File: config.mk
export PLATFORM = sky130hd
export DESIGN_NAME = dash_pattern_line_splitter_core
export DESIGN_NICKNAME = d
export VERILOG_FILES = /design/src/sv/dpls_pkg.sv /design/src/sv/dpls_muldiv.sv /design/src/sv/dpls_regs.sv /design/src/sv/dash_pattern_line_splitter_core.sv
export SDC_FILE = /design/constraint.sdc
export NUM_CORES = 2
export LEC_CHECK = 0
export BUFFER_PORTS_ARGS = -buffer_cell sky130_fd_sc_hd__buf_2
export CAP_MARGIN = 20
export CELL_PAD_IN_SITES_DETAIL_PLACEMENT = 0
export CELL_PAD_IN_SITES_GLOBAL_PLACEMENT = 1
export CORE_ASPECT_RATIO = 0.8
export CORE_MARGIN = 4
export CORE_UTILIZATION = 49
export DETAILED_ROUTE_END_ITERATION = 8
export PLACE_DENSITY = 0.91
export SKIP_CTS_REPAIR_TIMING = 1
export SYNTH_ARGS = -nofsm -noshare
export SYNTH_HDL_FRONTEND = slang
export SYNTH_HIERARCHICAL = 1
export SYNTH_SLANG_ARGS = --single-unit
File: constraint.sdc
create_clock -name clk -period 16.7 [get_ports clk]
set_clock_uncertainty 0.05 [all_clocks]
set_input_delay 1.67 -clock clk [delete_from_list [all_inputs] [get_ports clk]]
set_output_delay 1.67 -clock clk [all_outputs]
set_load 0.02 [all_outputs]
File: src/sv/dpls_pkg.sv
// Shared types, constants and helpers for the dash pattern line splitter.
// No dependencies.
`default_nettype none
package dpls_pkg;

  localparam int COORD_W = 32;
  localparam int MAG_W   = 33;
  localparam int EST_W   = 35;
  localparam int LEN_W   = 24;
  localparam int CNT_W   = 3;
  localparam int PADDR_W = 5;

  localparam logic [1:0] CMD_MOVE  = 2'd0;
  localparam logic [1:0] CMD_LINE  = 2'd1;
  localparam logic [1:0] CMD_CLOSE = 2'd2;

  localparam logic [2:0] REG_DASH_COUNT = 3'd0;
  localparam logic [2:0] REG_DASH_LEN0  = 3'd1;
  localparam logic [2:0] REG_DASH_LEN5  = 3'd6;

  typedef enum logic [3:0] {
    ST_IDLE,
    ST_EST_FIRST,
    ST_FIRST,
    ST_EST_LOOP,
    ST_LOOP,
    ST_WAIT_X,
    ST_WAIT_Y,
    ST_STEP,
    ST_TAIL,
    ST_FINISH
  } state_t;

  // q - p as 33-bit two's complement
  function automatic logic [MAG_W-1:0] diff(input logic [COORD_W-1:0] q,
                                            input logic [COORD_W-1:0] p);
    diff = {q[COORD_W-1], q} - {p[COORD_W-1], p};
  endfunction

  function automatic logic [MAG_W-1:0] diff_mag(input logic [COORD_W-1:0] q,
                                                input logic [COORD_W-1:0] p);
    logic [MAG_W-1:0] d;
    d = diff(q, p);
    diff_mag = d[MAG_W-1] ? (~d + MAG_W'(1)) : d;
  endfunction

  // max + 3/8 min
  function automatic logic [EST_W-1:0] est_len(input logic [COORD_W-1:0] x0,
                                               input logic [COORD_W-1:0] y0,
                                               input logic [COORD_W-1:0] x1,
                                               input logic [COORD_W-1:0] y1);
    logic [MAG_W-1:0] ax;
    logic [MAG_W-1:0] ay;
    logic [MAG_W-1:0] mx;
    logic [MAG_W-1:0] mn;
    logic [EST_W-1:0] mn3;
    ax = diff_mag(x1, x0);
    ay = diff_mag(y1, y0);
    mx = (ax > ay) ? ax : ay;
    mn = (ax > ay) ? ay : ax;
    mn3 = {2'b00, mn} + {1'b0, mn, 1'b0};
    est_len = {2'b00, mx} + (mn3 >> 3);
  endfunction

endpackage
`default_nettype wire

File: src/sv/dpls_muldiv.sv
// Shared iterative unit: q = (a * b) / den, shift-add multiply then restoring divide.
// Depends on dpls_pkg.
`default_nettype none
module dpls_muldiv (
  input  wire logic                        clk,
  input  wire logic                        rst,
  input  wire logic                        start,
  input  wire logic [dpls_pkg::MAG_W-1:0]  a,
  input  wire logic [dpls_pkg::LEN_W-1:0]  b,
  input  wire logic [dpls_pkg::EST_W-1:0]  den,
  output logic                             busy,
  output logic                             done,
  output logic [dpls_pkg::MAG_W-1:0]       q
);
  import dpls_pkg::*;

  localparam int PW = LEN_W + MAG_W + 1;

  logic             phase;
  logic [5:0]       cnt;
  logic [MAG_W-1:0] a_r;
  logic [EST_W-1:0] den_r;
  logic [PW-1:0]    p;
  logic [EST_W:0]   r;

  logic [MAG_W+1:0] sum;
  logic [EST_W:0]   rsh;
  logic             ge;

  always_comb begin
    sum = {1'b0, p[PW-1:LEN_W]} + (p[0] ? {2'b00, a_r} : '0);
    rsh = {r[EST_W-1:0], p[PW-1]};
    ge  = rsh >= {1'b0, den_r};
  end

  always_ff @(posedge clk) begin
    done <= 1'b0;
    if (start) begin
      a_r   <= a;
      den_r <= den;
      p     <= {{(PW-LEN_W){1'b0}}, b};
      r     <= '0;
      cnt   <= '0;
      phase <= 1'b0;
      busy  <= 1'b1;
    end else if (busy) begin
      if (!phase) begin
        p <= {sum, p[LEN_W-1:1]};
        if (cnt == 6'(LEN_W - 1)) begin
          phase <= 1'b1;
          cnt   <= '0;
        end else begin
          cnt <= cnt + 6'd1;
        end
      end else begin
        r   <= ge ? (rsh - {1'b0, den_r}) : rsh;
        p   <= {p[PW-2:0], ge};
        cnt <= cnt + 6'd1;
        if (cnt == 6'(PW - 1)) begin
          busy <= 1'b0;
          done <= 1'b1;
        end
      end
    end
    if (rst) begin
      busy <= 1'b0;
      done <= 1'b0;
    end
  end

  assign q = p[MAG_W-1:0];

endmodule
`default_nettype wire

File: src/sv/dpls_regs.sv
// APB register file: dash count and dash pattern lengths.
// Depends on dpls_pkg.
`default_nettype none
module dpls_regs #(
  parameter int MAX_DASH = 6
) (
  input  wire logic                          clk,
  input  wire logic                          rst,
  input  wire logic                          psel,
  input  wire logic                          penable,
  input  wire logic                          pwrite,
  input  wire logic [dpls_pkg::PADDR_W-1:0]  paddr,
  input  wire logic [31:0]                   pwdata,
  output logic [31:0]                        prdata,
  output logic                               pready,
  output logic [dpls_pkg::CNT_W-1:0]         dash_count,
  output logic [dpls_pkg::LEN_W-1:0]         dash_len [MAX_DASH]
);
  import dpls_pkg::*;

  logic [2:0] ridx;
  logic [2:0] k;
  logic       wr;

  assign ridx   = paddr[4:2];
  assign k      = ridx - REG_DASH_LEN0;
  assign wr     = psel && penable && pwrite;
  assign pready = 1'b1;

  always_ff @(posedge clk) begin
    if (rst) begin
      dash_count <= CNT_W'(1);
      for (int i = 0; i < MAX_DASH; i++) dash_len[i] <= LEN_W'(256);
    end else if (wr) begin
      if (ridx == REG_DASH_COUNT) begin
        dash_count <= pwdata[CNT_W-1:0];
      end else if (ridx >= REG_DASH_LEN0 && ridx <= REG_DASH_LEN5) begin
        for (int i = 0; i < MAX_DASH; i++)
          if (32'(k) == 32'(i)) dash_len[i] <= pwdata[LEN_W-1:0];
      end
    end
  end

  always_comb begin
    prdata = '0;
    if (ridx == REG_DASH_COUNT) begin
      prdata = {{(32-CNT_W){1'b0}}, dash_count};
    end else if (ridx >= REG_DASH_LEN0 && ridx <= REG_DASH_LEN5) begin
      for (int i = 0; i < MAX_DASH; i++)
        if (32'(k) == 32'(i)) prdata = {{(32-LEN_W){1'b0}}, dash_len[i]};
    end
  end

endmodule
`default_nettype wire

File: src/sv/dash_pattern_line_splitter_core.sv
// Top level of the dash pattern line splitter: sequencer, path state, output beat.
// Depends on dpls_pkg, dpls_regs, dpls_muldiv.
// Takes move/line/close beats and emits the visible pieces of each segment cut by a
// cyclic on/off dash pattern. One input is handled at a time; s_tready is high only
// while idle. A line or close that does not end inside the current entry runs the
// shared multiply/divide unit twice per split point, once per axis (24 multiply steps,
// then 58 divide steps); a split at the segment end skips the unit. A stall on
// m_tready holds the sequencer.
// Each piece is held one step so the final one can carry tlast and the overflow flag.
`default_nettype none
module dash_pattern_line_splitter_core #(
  parameter int MAX_DASH   = 6,
  parameter int MAX_PIECES = 64,
  parameter int FRAC_BITS  = 8
) (
  input  wire logic          clk,
  input  wire logic          rst,
  input  wire logic          psel,
  input  wire logic          penable,
  input  wire logic          pwrite,
  input  wire logic [4:0]    paddr,
  input  wire logic [31:0]   pwdata,
  output logic [31:0]        prdata,
  output logic               pready,
  input  wire logic          s_tvalid,
  output logic               s_tready,
  input  wire logic [63:0]   s_tdata,   // pt_x, pt_y
  input  wire logic [1:0]    s_tuser,   // cmd
  output logic               m_tvalid,
  input  wire logic          m_tready,
  output logic [127:0]       m_tdata,   // seg_x0, seg_y0, seg_x1, seg_y1
  output logic [0:0]         m_tuser,   // overflow
  output logic               m_tlast    // last_piece
);
  import dpls_pkg::*;

  localparam int IW = (MAX_DASH > 1) ? $clog2(MAX_DASH) : 1;
  localparam int CW = 5;
  localparam int NW = $clog2(MAX_PIECES + 1);

  logic [CNT_W-1:0] dash_count;
  logic [LEN_W-1:0] dash_len [MAX_DASH];

  dpls_regs #(.MAX_DASH(MAX_DASH)) u_regs (
    .clk, .rst, .psel, .penable, .pwrite, .paddr, .pwdata, .prdata, .pready,
    .dash_count, .dash_len
  );

  state_t state, state_next;

  logic [COORD_W-1:0] cur_x, cur_y, sub_x, sub_y, px, py, tx, ty, sx, sy;
  logic [IW-1:0]      idx;
  logic [LEN_W-1:0]   rem;
  logic               in_gap;
  logic [EST_W-1:0]   len, e_reg;
  logic [NW-1:0]      n_out;
  logic               dropped;
  logic               d_neg;
  logic               pend_valid;
  logic [COORD_W-1:0] pend_x0, pend_y0, pend_x1, pend_y1;

  logic               md_start, md_busy, md_done;
  logic [MAG_W-1:0]   md_a, md_q;
  logic [COORD_W-1:0] split_val;

  logic               accept, out_free, cap_hit, emit_ok, len_gt, do_split, out_load;
  logic [CW-1:0]      ucnt, v, nxt_full;
  logic [IW-1:0]      nxt_idx;
  logic [LEN_W-1:0]   rem_tail;
  logic               near;

  dpls_muldiv u_md (
    .clk, .rst, .start(md_start), .a(md_a), .b(rem), .den(e_reg),
    .busy(md_busy), .done(md_done), .q(md_q)
  );

  always_comb begin
    if (dash_count == '0) ucnt = CW'(1);
    else if (32'(dash_count) > MAX_DASH) ucnt = CW'(MAX_DASH);
    else ucnt = CW'(dash_count);
  end

  // (idx + 1) mod count
  always_comb begin
    logic [2*CW-1:0] lo;
    v = {{(CW-IW){1'b0}}, idx} + CW'(1);
    nxt_full = '0;
    for (int k = 0; k <= MAX_DASH; k++) begin
      lo = (2*CW)'(k) * {{CW{1'b0}}, ucnt};
      if ({{CW{1'b0}}, v} >= lo && {{CW{1'b0}}, v} < lo + {{CW{1'b0}}, ucnt})
        nxt_full = v - lo[CW-1:0];
    end
    nxt_idx = nxt_full[IW-1:0];
  end

  always_comb begin
    logic [MAG_W:0]   off;
    logic [MAG_W:0]   sum;
    logic [COORD_W-1:0] base;
    accept   = s_tvalid && s_tready;
    out_free = !m_tvalid || m_tready;
    cap_hit  = !in_gap && (n_out >= NW'(MAX_PIECES));
    emit_ok  = in_gap || !pend_valid || out_free;
    len_gt   = len > {{(EST_W-LEN_W){1'b0}}, rem};
    do_split = (e_reg != '0) && ({{(EST_W-LEN_W){1'b0}}, rem} < e_reg);
    rem_tail = rem - len[LEN_W-1:0];
    near     = ({1'b0, rem_tail} < ((LEN_W+1)'(1) << FRAC_BITS)) &&
               ({len, 6'b0} >= ((EST_W+6)'(2) << FRAC_BITS));
    md_a     = (state == ST_LOOP) ? diff_mag(tx, px) : diff_mag(ty, py);
    base     = (state == ST_WAIT_X) ? px : py;
    off      = d_neg ? (~{1'b0, md_q} + (MAG_W+1)'(1)) : {1'b0, md_q};
    sum      = {base[COORD_W-1], base[COORD_W-1], base} + off;
    split_val = sum[COORD_W-1:0];
  end

  always_comb begin
    state_next = state;
    unique case (state)
      ST_IDLE:      if (accept && (s_tuser == CMD_LINE || s_tuser == CMD_CLOSE))
                      state_next = ST_EST_FIRST;
      ST_EST_FIRST: state_next = ST_FIRST;
      ST_FIRST:     state_next = (len < {{(EST_W-LEN_W){1'b0}}, rem}) ? ST_FINISH : ST_LOOP;
      ST_EST_LOOP:  state_next = ST_LOOP;
      ST_LOOP: begin
        priority if (!len_gt) state_next = ST_TAIL;
        else if (cap_hit)     state_next = ST_FINISH;
        else if (do_split)    state_next = ST_WAIT_X;
        else                  state_next = ST_STEP;
      end
      ST_WAIT_X:    if (md_done) state_next = ST_WAIT_Y;
      ST_WAIT_Y:    if (md_done) state_next = ST_STEP;
      ST_STEP:      if (emit_ok) state_next = ST_EST_LOOP;
      ST_TAIL:      if (cap_hit || emit_ok) state_next = ST_FINISH;
      ST_FINISH:    if (!pend_valid || out_free) state_next = ST_IDLE;
      default:      state_next = ST_IDLE;
    endcase
  end

  always_comb begin
    s_tready = (state == ST_IDLE);
    md_start = ((state == ST_LOOP) && len_gt && !cap_hit && do_split) ||
               ((state == ST_WAIT_X) && md_done);
    out_load = ((state == ST_STEP) && !in_gap && pend_valid && out_free) ||
               ((state == ST_TAIL) && !cap_hit && !in_gap && pend_valid && out_free) ||
               ((state == ST_FINISH) && pend_valid && out_free);
  end

  always_ff @(posedge clk) begin
    state <= state_next;
    unique case (state)
      ST_IDLE: if (accept) begin
        n_out   <= '0;
        dropped <= 1'b0;
        px      <= cur_x;
        py      <= cur_y;
        if (s_tuser == CMD_MOVE) begin
          cur_x  <= s_tdata[31:0];
          cur_y  <= s_tdata[63:32];
          sub_x  <= s_tdata[31:0];
          sub_y  <= s_tdata[63:32];
          idx    <= '0;
          rem    <= dash_len[0];
          in_gap <= 1'b0;
        end else if (s_tuser == CMD_LINE) begin
          tx <= s_tdata[31:0];
          ty <= s_tdata[63:32];
        end else begin
          tx <= sub_x;
          ty <= sub_y;
        end
      end
      ST_EST_FIRST: begin
        e_reg <= est_len(px, py, tx, ty);
        len   <= est_len(px, py, tx, ty);
      end
      ST_FIRST: if (len < {{(EST_W-LEN_W){1'b0}}, rem}) begin
        rem <= rem - len[LEN_W-1:0];
        if (!in_gap) begin
          pend_valid <= 1'b1;
          pend_x0 <= px; pend_y0 <= py; pend_x1 <= tx; pend_y1 <= ty;
          n_out <= NW'(1);
        end
      end
      ST_EST_LOOP: e_reg <= est_len(px, py, tx, ty);
      ST_LOOP: if (len_gt) begin
        if (cap_hit) dropped <= 1'b1;
        else if (do_split) d_neg <= diff(tx, px) >> (MAG_W-1) != '0;
        else begin
          sx <= tx;
          sy <= ty;
        end
      end
      ST_WAIT_X: if (md_done) begin
        sx    <= split_val;
        d_neg <= diff(ty, py) >> (MAG_W-1) != '0;
      end
      ST_WAIT_Y: if (md_done) sy <= split_val;
      ST_STEP: if (emit_ok) begin
        if (!in_gap) begin
          pend_valid <= 1'b1;
          pend_x0 <= px; pend_y0 <= py; pend_x1 <= sx; pend_y1 <= sy;
          n_out <= n_out + NW'(1);
        end
        len    <= len - {{(EST_W-LEN_W){1'b0}}, rem};
        idx    <= nxt_idx;
        rem    <= dash_len[nxt_idx];
        in_gap <= !in_gap;
        px     <= sx;
        py     <= sy;
      end
      ST_TAIL: begin
        if (cap_hit) dropped <= 1'b1;
        else if (emit_ok) begin
          if (!in_gap) begin
            pend_valid <= 1'b1;
            pend_x0 <= px; pend_y0 <= py; pend_x1 <= tx; pend_y1 <= ty;
            n_out <= n_out + NW'(1);
          end
          if (near) begin
            idx    <= nxt_idx;
            rem    <= dash_len[nxt_idx];
            in_gap <= !in_gap;
          end else begin
            rem <= rem_tail;
          end
        end
      end
      ST_FINISH: begin
        cur_x <= tx;
        cur_y <= ty;
        if (out_free) pend_valid <= 1'b0;
      end
      default: ;
    endcase

    if (out_load) begin
      m_tvalid <= 1'b1;
      m_tdata  <= {pend_y1, pend_x1, pend_y0, pend_x0};
      m_tlast  <= (state == ST_FINISH);
      m_tuser  <= (state == ST_FINISH) && dropped;
    end else if (m_tready) begin
      m_tvalid <= 1'b0;
    end

    if (rst) begin
      state      <= ST_IDLE;
      cur_x      <= '0;
      cur_y      <= '0;
      sub_x      <= '0;
      sub_y      <= '0;
      idx        <= '0;
      rem        <= '0;
      in_gap     <= 1'b0;
      n_out      <= '0;
      dropped    <= 1'b0;
      pend_valid <= 1'b0;
      m_tvalid   <= 1'b0;
    end
  end

  a_idle_no_pend: assert property (@(posedge clk) disable iff (rst)
    (state == ST_IDLE) |-> !pend_valid)
    else $error("piece still held while idle");

  a_cap: assert property (@(posedge clk) disable iff (rst)
    n_out <= NW'(MAX_PIECES))
    else $error("piece count beyond cap");

  a_md_start: assert property (@(posedge clk) disable iff (rst)
    md_start |-> !md_busy)
    else $error("divider restarted while busy");

  a_wait_busy: assert property (@(posedge clk) disable iff (rst)
    ((state == ST_WAIT_X || state == ST_WAIT_Y) && !md_done) |-> md_busy)
    else $error("waiting on idle divider");

endmodule
`default_nettype wire
==> results.yml <==
status:
  outcome: "finished clean"
cells_and_area:
  syn_to_final_growth_pct: 9.64
  largest_reg_flops: 144
  layout.nets: 7212
  fin_cells: 8471
  final_common_cell: "nand2_1"
  top_regs: "u_regs/dash_len x144, m_tdata x128, u_md/p x58"
  layout-drive-gt1-share_pct: 10.0
  top_register: "u_regs/dash_len"
  final_cell_mix: "897 x nand2_1, 612 x edfxtp_1, 561 x nor2_1, 447 x a21oi_1, 394 x dfxtp_1"
route:
  drt_pass1_iterations: 8
  drt_wl_total_um: 182000
  vias_per_cell: 5.95
  drc: 0
  ant_nets: 0
  vias: 50400
  wl_per_cell_um: 21.4
  first_iter_violations: 5850
floorplan:
  die_x_um: 405
  design.core.area_um2: 125000
  pin_count: 275
  fp-row-count: 116
  chipHeight_um: 326
  die_area_um2: 132000
  start_util_pct: 49.4
sta:
  hold_violations: 0
  maxSlewViolCount: 0
  finalSetupViolCount: 0
  worst_pin_slew_ns: 1.16
  grt_setup_unrepaired: "no"
  period_share_pct: 85.7
  period_minus_slack_ns: 14.31
  max_freq_ghz: 0.0699
  setup_tns_ns: 0
  relSlewSlack_pct: 22.4
global_routing:
  grt_max_degree: 120
  antenna_found_initial: 15
  grtUsageTotal_pct: 26.5
  grt_pass1_wl_um: 276000
  overflow: 0
  grt_pass1_vias: 46300
clock_tree:
  cts-root-buf: "clkbuf_16"
  clk_path_buf_depth: 3
  cts_tree: "done"
  clock-sinks: 1007
  clock_latency_ns: 0.74
  clkTransAtPathRegs_ns: 0.07
  cts_buffers: 102
  htree_levels: 3
critical_path:
  worstPathRequired_ns: 17.17
  path_max_fanout: 70
  path_class: "register to register"
  crit_top_cell: "o21bai_1"
  cp-start-kind: "register"
  slowest_delay_ns: 0.74
  cpMaxStageDelayCell: "buf_4"
  critPathArrivalTime_ns: 14.77
  critPathCaptureType: "register"
placed_design:
  routabilityCongestion: 0.943
  post-dp-hpwl_um: 132000
  placed_cells_incl_taps: 8267
  io_buffers: 255
synthesis:
  ys_warn_count: 6
  syn-cell-area_um2: 61800
  syn_area_per_cell_um2: 9.27
  netlist_instances: 6665
run:
  drv_cap: 0
min_path:
  min_path_type: "register to register"
## worst max-delay path, delay by kind of cell (launching register included)
kind                     cells  cell delay (ns)
XOR/XNOR                     2             0.44
buffers and inverters        2             0.88
multiplexers                 1             0.24
flip-flops                   1             0.54
adder cells (fa/ha/maj)      4             1.50
AND/OR/NAND/NOR             12             2.39
AO/OA/AOI/OAI               30             8.03
## path summary, 6_finish.rpt
| kind | startpoint | to | slack (ns) | cells past startpoint |
|---|---|---|---|---|
| setup reg to reg | ty[8] | len[32] | 2.39 | 51 |
| hold / removal | pend_y1[6] | m_tdata[102] | 0.36 | 0 |
| setup / recovery | ty[8] | len[32] | 2.39 | 51 |
| hold reg to reg | pend_y1[6] | m_tdata[102] | 0.36 | 0 |
## through the flow
step	utilization, %	setup WS, ns	hold WS, ns	area [um^2]
2_1_floorplan	-	4.85	0.350	61800
3_3_place_gp	51.2	3.09	0.352	64100
3_5_place_dp	51.2	2.88	0.355	64100
4_1_cts	54.1	2.77	0.357	67600
5_1_grt	54.1	1.50	0.373	67700
6_report	54.1	2.39	0.358	67700
## layout make-up
| type | count | area, um^2 |
|---|---|---|
| Tap cell | 1652 | 2070 |
| Sequential cell | 1007 | 26300 |
| Clock inverter | 66 | 817 |
| Multi-Input combinational cell | 4946 | 32700 |
| Clock buffer | 127 | 2750 |
| Inverter | 354 | 1330 |
| Fill cell | 11200 | 57400 |
| Antenna cell | 7 | 17.5 |
| Timing Repair Buffer | 312 | 1750 |
## metal layers
metal  share of wire [%]  up-vias  GRT usage [%]
met5              0.0072        -              0
met4                 2.0        2           5.84
met3                 8.8      226           4.20
met1                  47    24200           41.8
met2                  42     2094           37.9
li1                    -    23900              -
Power is not shown: default switching activity piles up to over one toggle a cycle in this logic, so the estimate is an artifact.
